`config.mk`:
```
export PLATFORM = sky130hd
export DESIGN_NAME = lsd_ctrl
export DESIGN_NICKNAME = d
export VERILOG_FILES = /design/src/sv/lsd_pkg.sv /design/src/sv/lsd_ctrl.sv
export SDC_FILE = /design/constraint.sdc
export NUM_CORES = 1
export LEC_CHECK = 0
export BUFFER_PORTS_ARGS = -buffer_cell sky130_fd_sc_hd__buf_2
export CAP_MARGIN = 30
export CORE_AREA = 2 2 39 41
export CTS_CLUSTER_DIAMETER = 30
export CTS_CLUSTER_SIZE = 30
export DETAILED_ROUTE_END_ITERATION = 16
export DIE_AREA = 0 0 41 43
export SYNTH_ARGS = -nofsm -noshare
export SYNTH_HDL_FRONTEND = slang
export SYNTH_SLANG_ARGS = --single-unit
```
`constraint.sdc`:
```
create_clock -name clk -period 1.63 [get_ports clk]
set_input_delay 0.163 -clock clk [delete_from_list [all_inputs] [get_ports clk]]
set_output_delay 0.163 -clock clk [all_outputs]
set_load 0.005 [all_outputs]
```
`src/sv/lsd_pkg.sv`:
```
// shared types and constants for the decimal radix sorter
// no dependencies
package lsd_pkg;
  localparam int unsigned ValW   = 31;
  localparam int unsigned Radix  = 10;
  localparam int unsigned DigW   = 4;

  typedef logic [ValW-1:0] val_t;
  typedef logic [DigW-1:0] dig_t;

  // controller to datapath commands
  typedef struct packed {
    logic load;        // write incoming beat into the store
    logic clr_set;     // clear count, max, lost flag, buffer select and place
    logic clr_bkt;     // zero bucket counters and prefix sum
    logic cnt_en;      // count digit of read data
    logic pfx_en;      // prefix step at bucket idx
    logic plc_en;      // place read data into destination
    logic next_place;  // advance place, swap buffers
    logic emit_ld;     // load output register from read data
    logic idx_clr;
    logic idx_inc;
  } cmd_t;

  typedef struct packed {
    logic idx_last;    // idx == count-1
    logic bkt_last;    // idx == 9
    logic more_pass;   // max / place > 0
  } sts_t;
endpackage

```
`src/sv/lsd_ctrl.sv`:
```
// sequencer: load, per-digit count, prefix, place, then emit
// depends on lsd_pkg
module lsd_ctrl import lsd_pkg::*; (
  input  logic clk,
  input  logic rst_n,
  input  logic in_fire,
  input  logic in_last,
  input  logic out_free,     // output register free or being taken
  input  sts_t sts,
  output cmd_t cmd,
  output logic in_ready,
  output logic emit_last
);
  localparam logic [2:0] S_LOAD = 3'd0, S_CNT = 3'd1, S_PFX = 3'd2,
                         S_PLC = 3'd3, S_CHK = 3'd4, S_EMIT = 3'd5, S_START = 3'd6;
  logic [2:0] st_r, st_nxt;
  logic ph_r, ph_nxt;   // 0: read issued, 1: data present

  always_comb begin
    cmd = '0; st_nxt = st_r; ph_nxt = ph_r; in_ready = 1'b0; emit_last = 1'b0;
    unique case (st_r)
      S_LOAD: begin
        in_ready = 1'b1;
        cmd.load = in_fire;
        if (in_fire && in_last) begin st_nxt = S_START; end
      end
      S_START: begin
        cmd.idx_clr = 1'b1; cmd.clr_bkt = 1'b1; ph_nxt = 1'b0;
        st_nxt = sts.more_pass ? S_CNT : S_EMIT;
      end
      S_CNT: begin
        if (!ph_r) ph_nxt = 1'b1;
        else begin
          cmd.cnt_en = 1'b1; ph_nxt = 1'b0;
          if (sts.idx_last) begin cmd.idx_clr = 1'b1; st_nxt = S_PFX; end
          else cmd.idx_inc = 1'b1;
        end
      end
      S_PFX: begin
        cmd.pfx_en = 1'b1;
        if (sts.bkt_last) begin cmd.idx_clr = 1'b1; st_nxt = S_PLC; end
        else cmd.idx_inc = 1'b1;
      end
      S_PLC: begin
        if (!ph_r) ph_nxt = 1'b1;
        else begin
          cmd.plc_en = 1'b1; ph_nxt = 1'b0;
          if (sts.idx_last) begin
            cmd.idx_clr = 1'b1; cmd.next_place = 1'b1; st_nxt = S_CHK;
          end else cmd.idx_inc = 1'b1;
        end
      end
      S_CHK: begin
        cmd.clr_bkt = 1'b1;
        st_nxt = sts.more_pass ? S_CNT : S_EMIT;
      end
      S_EMIT: begin
        if (!ph_r) ph_nxt = 1'b1;
        else if (out_free) begin
          cmd.emit_ld = 1'b1; ph_nxt = 1'b0;
          emit_last = sts.idx_last;
          if (sts.idx_last) begin
            cmd.idx_clr = 1'b1; cmd.clr_set = 1'b1; st_nxt = S_LOAD;
          end else cmd.idx_inc = 1'b1;
        end
      end
      default: st_nxt = S_LOAD;
    endcase
  end

  always_ff @(posedge clk) begin
    if (!rst_n) begin st_r <= S_LOAD; ph_r <= 1'b0; end
    else begin st_r <= st_nxt; ph_r <= ph_nxt; end
  end
endmodule

```
==> results of run 1 <==
cell usage in the layout (no fill, tap or decap), drive strengths merged, types with 3 or more instances in the layout:
cell,count
a21oi,4
buf,19
clkbuf,3
dfxtp,4
inv,4
nand2,5
nand2b,4
nor2,4
nor3,3
report_power, final:
group          switching [mW]  internal [mW]
Clock                  0.0381         0.0822
Combinational           0.165          0.192
Sequential             0.0888          0.147
Total                   0.292          0.422
stage by stage:
step	instance area (um2)	utilization, %
floorplan	377	-
global placement	458	33.1
detailed placement	458	33.1
CTS	483	34.9
global route	495	35.8
finish	495	35.8
path summary, 6_finish.rpt:
path,slack [ps],from,to,cells past startpoint
hold reg to reg,490,ph_r$_SDFFE_PN0P_,ph_r$_SDFFE_PN0P_,2
setup / recovery,170,st_r[0]$_SDFFE_PN0P_,cmd[0],5
setup reg to reg,350,st_r[1]$_SDFFE_PN0P_,st_r[2]$_SDFFE_PN0P_,4
hold / removal,200,rst_n,st_r[0]$_SDFFE_PN0P_,2
per-layer routing:
layer  up-vias  global-route usage [%]  share of wire (%)
li1        212                       -                  -
met1       165                    13.9                 46
met2        14                    17.2                 47
met3         0                    4.71                7.4
met4         0                    6.00                  0
met5         -                       0                  0
kinds of logic (layout without fill, tap and decap cells):
| kind of cell | after synthesis | after routing | synth area share (%) |
|---|---|---|---|
| buf+inv | 8 | 26 | 13.0 |
| compound gates | 14 | 14 | 28.2 |
| mux | 1 | 1 | 2.66 |
| simple gates | 24 | 24 | 34.9 |
| flops | 4 | 4 | 21.3 |
cell type report:
class	count	share of cell area, %
inverters	4	3.03
repair buffers	19	19.2
clock buffers	3	4.55
flip-flops and latches	4	17.4
well taps	16	4.04
multi-input cells	39	51.8
registers in the layout, indices dropped and copies added (netlist names):
signal,cells
st_r,3
ph_r,1
worst max-delay path, stage by stage (launching register included):
cell and delay, ps:
dfxtp_2 400, nand2_1 160, a21oi_2 190, a21oi_1 90
a21oi_1 110, buf_2 120
==> metrics list, run 1 <==
- After clock tree synthesis, the setup repair step added 0 buffers.
- Final std cells w/o fill: 85
* Vias after detailed routing: 391
* RSZ-0062 raised after global routing: false
- Remaining global-route overflow: 0
* Worst ir drop on vdd: 0.704 mV
- Leakage power: 0.235 nW
- After synthesis the netlist holds a flip-flop and latch count of 4.
- Number of global-route vias before repair: 336
- Subtracting the final worst setup slack from the clock period gives 1460 ps.
- Effective utilization at floorplan: around 27%
- Area occupied by multi-input gates: about 260 um2
- Post-synth cell types: 26
* Final period utilization: 89.7%
* Status: finished, final reports clean
* Share of the synthesized area in the top cell type: 21.3%
* Critical path capture point type: primary output
* Post-CTS Hold Buffers: 0
* Share of cells above drive strength 1: 43.5%
- Post-synth EDFFs: 0
- The worst hold path belongs to the class in2reg.
* Mapped Area: between 300 and 400 um2
* Number of DRC violations after detailed-routing iteration 0: 8
- Min setup slack post-route: 168 ps
* Maximum fanout along the worst path: 9
* H-tree level count: 1
- Area taken by flip-flops and latches: about 86 um2
* Data required time of the worst path: 1470 ps
* Number of sinks on the clock net: 4
- From bottom edge to top edge, the die measures ~43 um.
* Fraction of registers with async set/reset: 0%
* Number of rows created at floorplan: 14
* Sort of element at the start of the critical path: register
- CTS tree: yes
* Core area: around 0.0014 mm2
* Fin Hold WS: about 200 ps
- Synth Net Count: a little under 60
- Measured slew at the worst slew-check pin: about 260 ps
- The clock passes through at most 2 buffers.
* Fill count: 154
* Accumulated negative setup slack: 0 ps
- Maximum number of pins on one net before global-route repair: 14
- Max Slew Vio Count: 0
- Total power divided by cell area: 1440 mW/mm2
- The first global-routing pass estimated around 1.4 mm of wire.
- Total power for the finished layout comes to 713 uW.
- The initial antenna violation count is 0.
- Setup WS pre-CTS: ~180 ps
* Instance count of the mapped netlist: ~50
* Layout overhead on the synthesized area: 31.6%
- DP Cell Count: 82
* Post-synthesis area per instance: 7.38 um2
* Clock-pin slew reported for the worst setup and hold paths after clock tree synthesis: 30 ps
- The setup path with the least slack is of type reg2out.
- Port buffering added 19 buffers.
- Sorting the synthesized cells by area gives the leading types as dfxtp_1 21%, nand2b_1 6.6%, buf_4 6.0%.
* Routed wirelength normalized by instance count: 10.3 um
* Fmax achieved: 684 MHz
- Number of detailed-routing iterations run before antenna repair: 3
* Hold Fails Final Rpt: 0
- The die is 41 um wide.
* Signal arrival time at the worst endpoint: 1300 ps
- The net count of the finished layout is 79.
* Cell at the root of the clock tree: clkbuf_4
- Library cell with the highest instance count after synthesis: nand2_1
- Across the run, the number of max-cap violations was 0.
* CTS buffer count: 3
* DRT antenna net count: 0
- 20 I/O pins were placed.
- Largest area contributor in the synthesized netlist: dfxtp_1
* Placer congestion estimate: 0.723
- Floorplan die area: 0.00176 mm2
* Detailed placer's ending HPWL: 712 um
* Worst slew slack as a fraction of its limit: 82.5%
- Summed over all layers, the routed wires come to roughly 900 um.
* Final Skew: 3.19 ps
- In the routed design, unresolved DRC markers number 0.
- Antenna diode instance count: 0
- In the routed layout, each cell is associated on average with a via count of 4.60.
- The number of gates resized after CTS was 2.
- Global routing used 11.7% of the available tracks across all layers.
* Clock latency of the later-clocked register in the worst-skew pair: 230 ps
- Among all flip-flop cells after synthesis, the most frequent one is dfxtp_1.
* YS warnings: 0
- Setup violations remaining at the end of the flow were counted as 0.
* Sequential fraction of the synthesis area: 21.3%
(Power assumes the default switching activity.)
==> inputs of run 2 (changes only) <==
CTS_CLUSTER_DIAMETER = not set   (was 30)
PLACE_DENSITY = 0.61   (was not set)
==> metrics list, run 2 (same netlist as run 1, synthesis figures left out) <==
- The run finished with clean final reports.
- Hold crit path type: in2reg
- Number of rows created at floorplan: 14
* DP Cell Count: 82
- Floorplan die area: between 0.0015 and 0.002 mm2
* Number of global-route vias before repair: 326
* Min setup slack post-route: 135 ps
* Min cycle time layout: 1490 ps
- The first global-routing pass estimated roughly 1.2 mm of wire.
* Maximum fanout along the worst path: 12
- Measured against its own limit, the worst slew margin works out to 83.1%.
- Across the run, the number of max-cap violations was 0.
- Final period utilization: between 90% and 100%
- Register name with the most flops: st_r
- Across all register-to-register paths, the minimum setup slack is 350 ps.
- Adding up every negative setup slack in the final design gives 0 ps.
* Type of the worst setup path: reg2out
- The worst setup path is launched from a register.
* Number of detailed-routing iterations run before antenna repair: 4
- STA classifies the critical path endpoint as a primary output.
- Largest stage delay on the critical path: 360 ps
* Effective utilization at floorplan: a little over a quarter
- The number of buffers and inverters on the critical path is 1.
- Clock-pin slew was measured on the worst setup and hold paths at 40 ps.
- Horiz. Die Dim: roughly 40 um
- Registers with the most flip-flops: st_r (3), ph_r (1)
- Number of nets in the layout: 79
- Counting along the longest clock path gives a buffer depth of 2.
- Core area: 0.00138 mm2
- The initial antenna violation count is 0.
- Cell internal power was estimated by the tool at ~420 uW.
* Placer congestion estimate: 0.705
* Number of sinks on the clock net: 4
- Critical Path Start: st_r[1]$_SDFFE_PN0P_
* Wirelength, routed: 824 um
* Signal arrival time at the worst endpoint: approximately 1300 ps
- H-tree level count: 1
- The clock arrives with between 2 and 2.5 ps of skew.
* Layout overhead on the synthesized area: 30.2%
* Sequential power share: 33.1%
- The share of total power dissipated in the clock network is 16.5%.
- Post-CTS Hold Buffers: 0
- CTS tree: yes
- Cell at the root of the clock tree: clkbuf_4
* CTS buffer count: 3
- Data required time of the worst path: 1470 ps
* Number of top-level pins: 20
- Excluding fillers, the count of instances in the completed layout stands at 85.
- The number of hold violations in the final report is 0.
* Most frequent standard cell in the layout excluding fill and tap cells: buf_2
- Summed over all layers, the global routing overflow is 0.
* Chip Height: 43 um
* Count of final setup violators: 0
- Clock latency of the later-clocked register in the worst-skew pair: 230 ps
- Of the total power, the share spent switching nets is 40.4%.
- After detailed routing, the number of remaining DRC violations is 0.
- Most frequent cells in the layout: 19 x buf_2, 5 x nand2_1, 4 x inv_1, 4 x nand2b_1, 4 x nor2_1
- RSZ-0062 raised after global routing: false
- Number of DRC violations after detailed-routing iteration 0: 5
* Worst ir drop on vdd: 0.743 mV
- Share of cells above drive strength 1: 42.0%
- During placement, the flow inserted port buffers numbering 19.
- Max Slew Vio Count: 0
* Routed wirelength normalized by instance count: 9.69 um
- Cell-by-cell listing of the critical path: nand2b_1 > or2_1 > nor3_1 > buf_2
- Switching component of the power: 285 uW
* Antenna diode instance count: 0
* Delay-heaviest family, CP: simple AND/OR/NAND/NOR gates
* Path depth of the worst reg2reg path: 4
- Fill count: 163
- In this run the static leakage power is around 0.23 nW.
* Total power divided by cell area: 1440 mW/mm2
- Worst r2r src: st_r[1]$_SDFFE_PN0P_
- The endpoint identified for the worst register-to-register timing path is st_r[1]$_SDFFE_PN0P_.
- Detail-routed via count per cell: about 4.8
* Overall track demand over capacity in global routing: 10.0%
- At the pin with the least slew margin, the transition time is 254 ps.
- Last element of the critical path: cmd[8]
- The slowest stage of the critical path is the dfxtp_2 cell.
* DRT antenna net count: 0
* Fmax achieved: 669 MHz
* Vias after detailed routing: just over 400
* Largest register FFs: 3
- Maximum number of pins on one net before global-route repair: 14
* Setup WS pre-CTS: 180 ps
- Gate power share: about half
- The critical path crosses 4 cells after its start point.
- In this run the post-CTS setup repair buffer count came out at 0.
-- run 2: timing repair --
action                     4_1_cts  5_1_grt
cloned                           0        0
resized for setup                2        3
setup endpoints to repair        3        4
-- run 2: final cells by class --
cell class                      count  area, um2  share of cell area, %
Multi-Input combinational cell     39        251                   51.3
Inverter                            4       15.0                   3.06
Timing Repair Buffer               19       95.1                   19.4
Sequential cell                     4       86.3                   17.6
Clock buffer                        3       22.5                   4.59
Tap cell                           16       20.0                   4.08
-- run 2: power by group through the flow --
stage | clock network, mW | logic (mW) | registers, mW
2_1_floorplan | 0 | 0.347 | 0.158
3_3_place_gp | 0 | 0.353 | 0.221
3_5_place_dp | 0 | 0.357 | 0.222
4_1_cts | 0.125 | 0.360 | 0.224
5_1_grt | 0.129 | 0.405 | 0.244
6_report | 0.116 | 0.356 | 0.234
-- run 2: metal layers --
metal / part of all wire, % / global-route usage (%) / wire (um) / up-vias
met4: 0 / 6.00 / 0 / 0
li1: - / - / - / 209
met2: 48 / 16.3 / 399 / 19
met3: 9.2 / 1.57 / 76 / 0
met5: 0 / 0 / 0 / -
met1: 42 / 11.6 / 348 / 180
-- run 2: through the flow --
step                instance area, um2  utilization (%)  power (mW)  hold WS [ps]
CTS                                485             35.1       0.708           201
detailed placement                 458             33.1       0.579           444
finish                             490             35.4       0.706           204
global placement                   458             33.1       0.574           447
floorplan                          377                -       0.505           280
global route                       490             35.4       0.778           207
-- run 2: how the worst min path moves through the flow --
stage	depth (start not counted)	endpoint	slack [ps]	startpoint
final	2	st_r[0]$_SDFFE_PN0P_	200	rst_n
after CTS	2	st_r[0]$_SDFFE_PN0P_	200	rst_n
after global routing	2	st_r[0]$_SDFFE_PN0P_	210	rst_n
after floorplan	1	st_r[0]$_SDFFE_PN0P_	280	rst_n
after detailed placement	2	st_r[0]$_SDFFE_PN0P_	440	rst_n
after global placement	2	st_r[0]$_SDFFE_PN0P_	450	rst_n
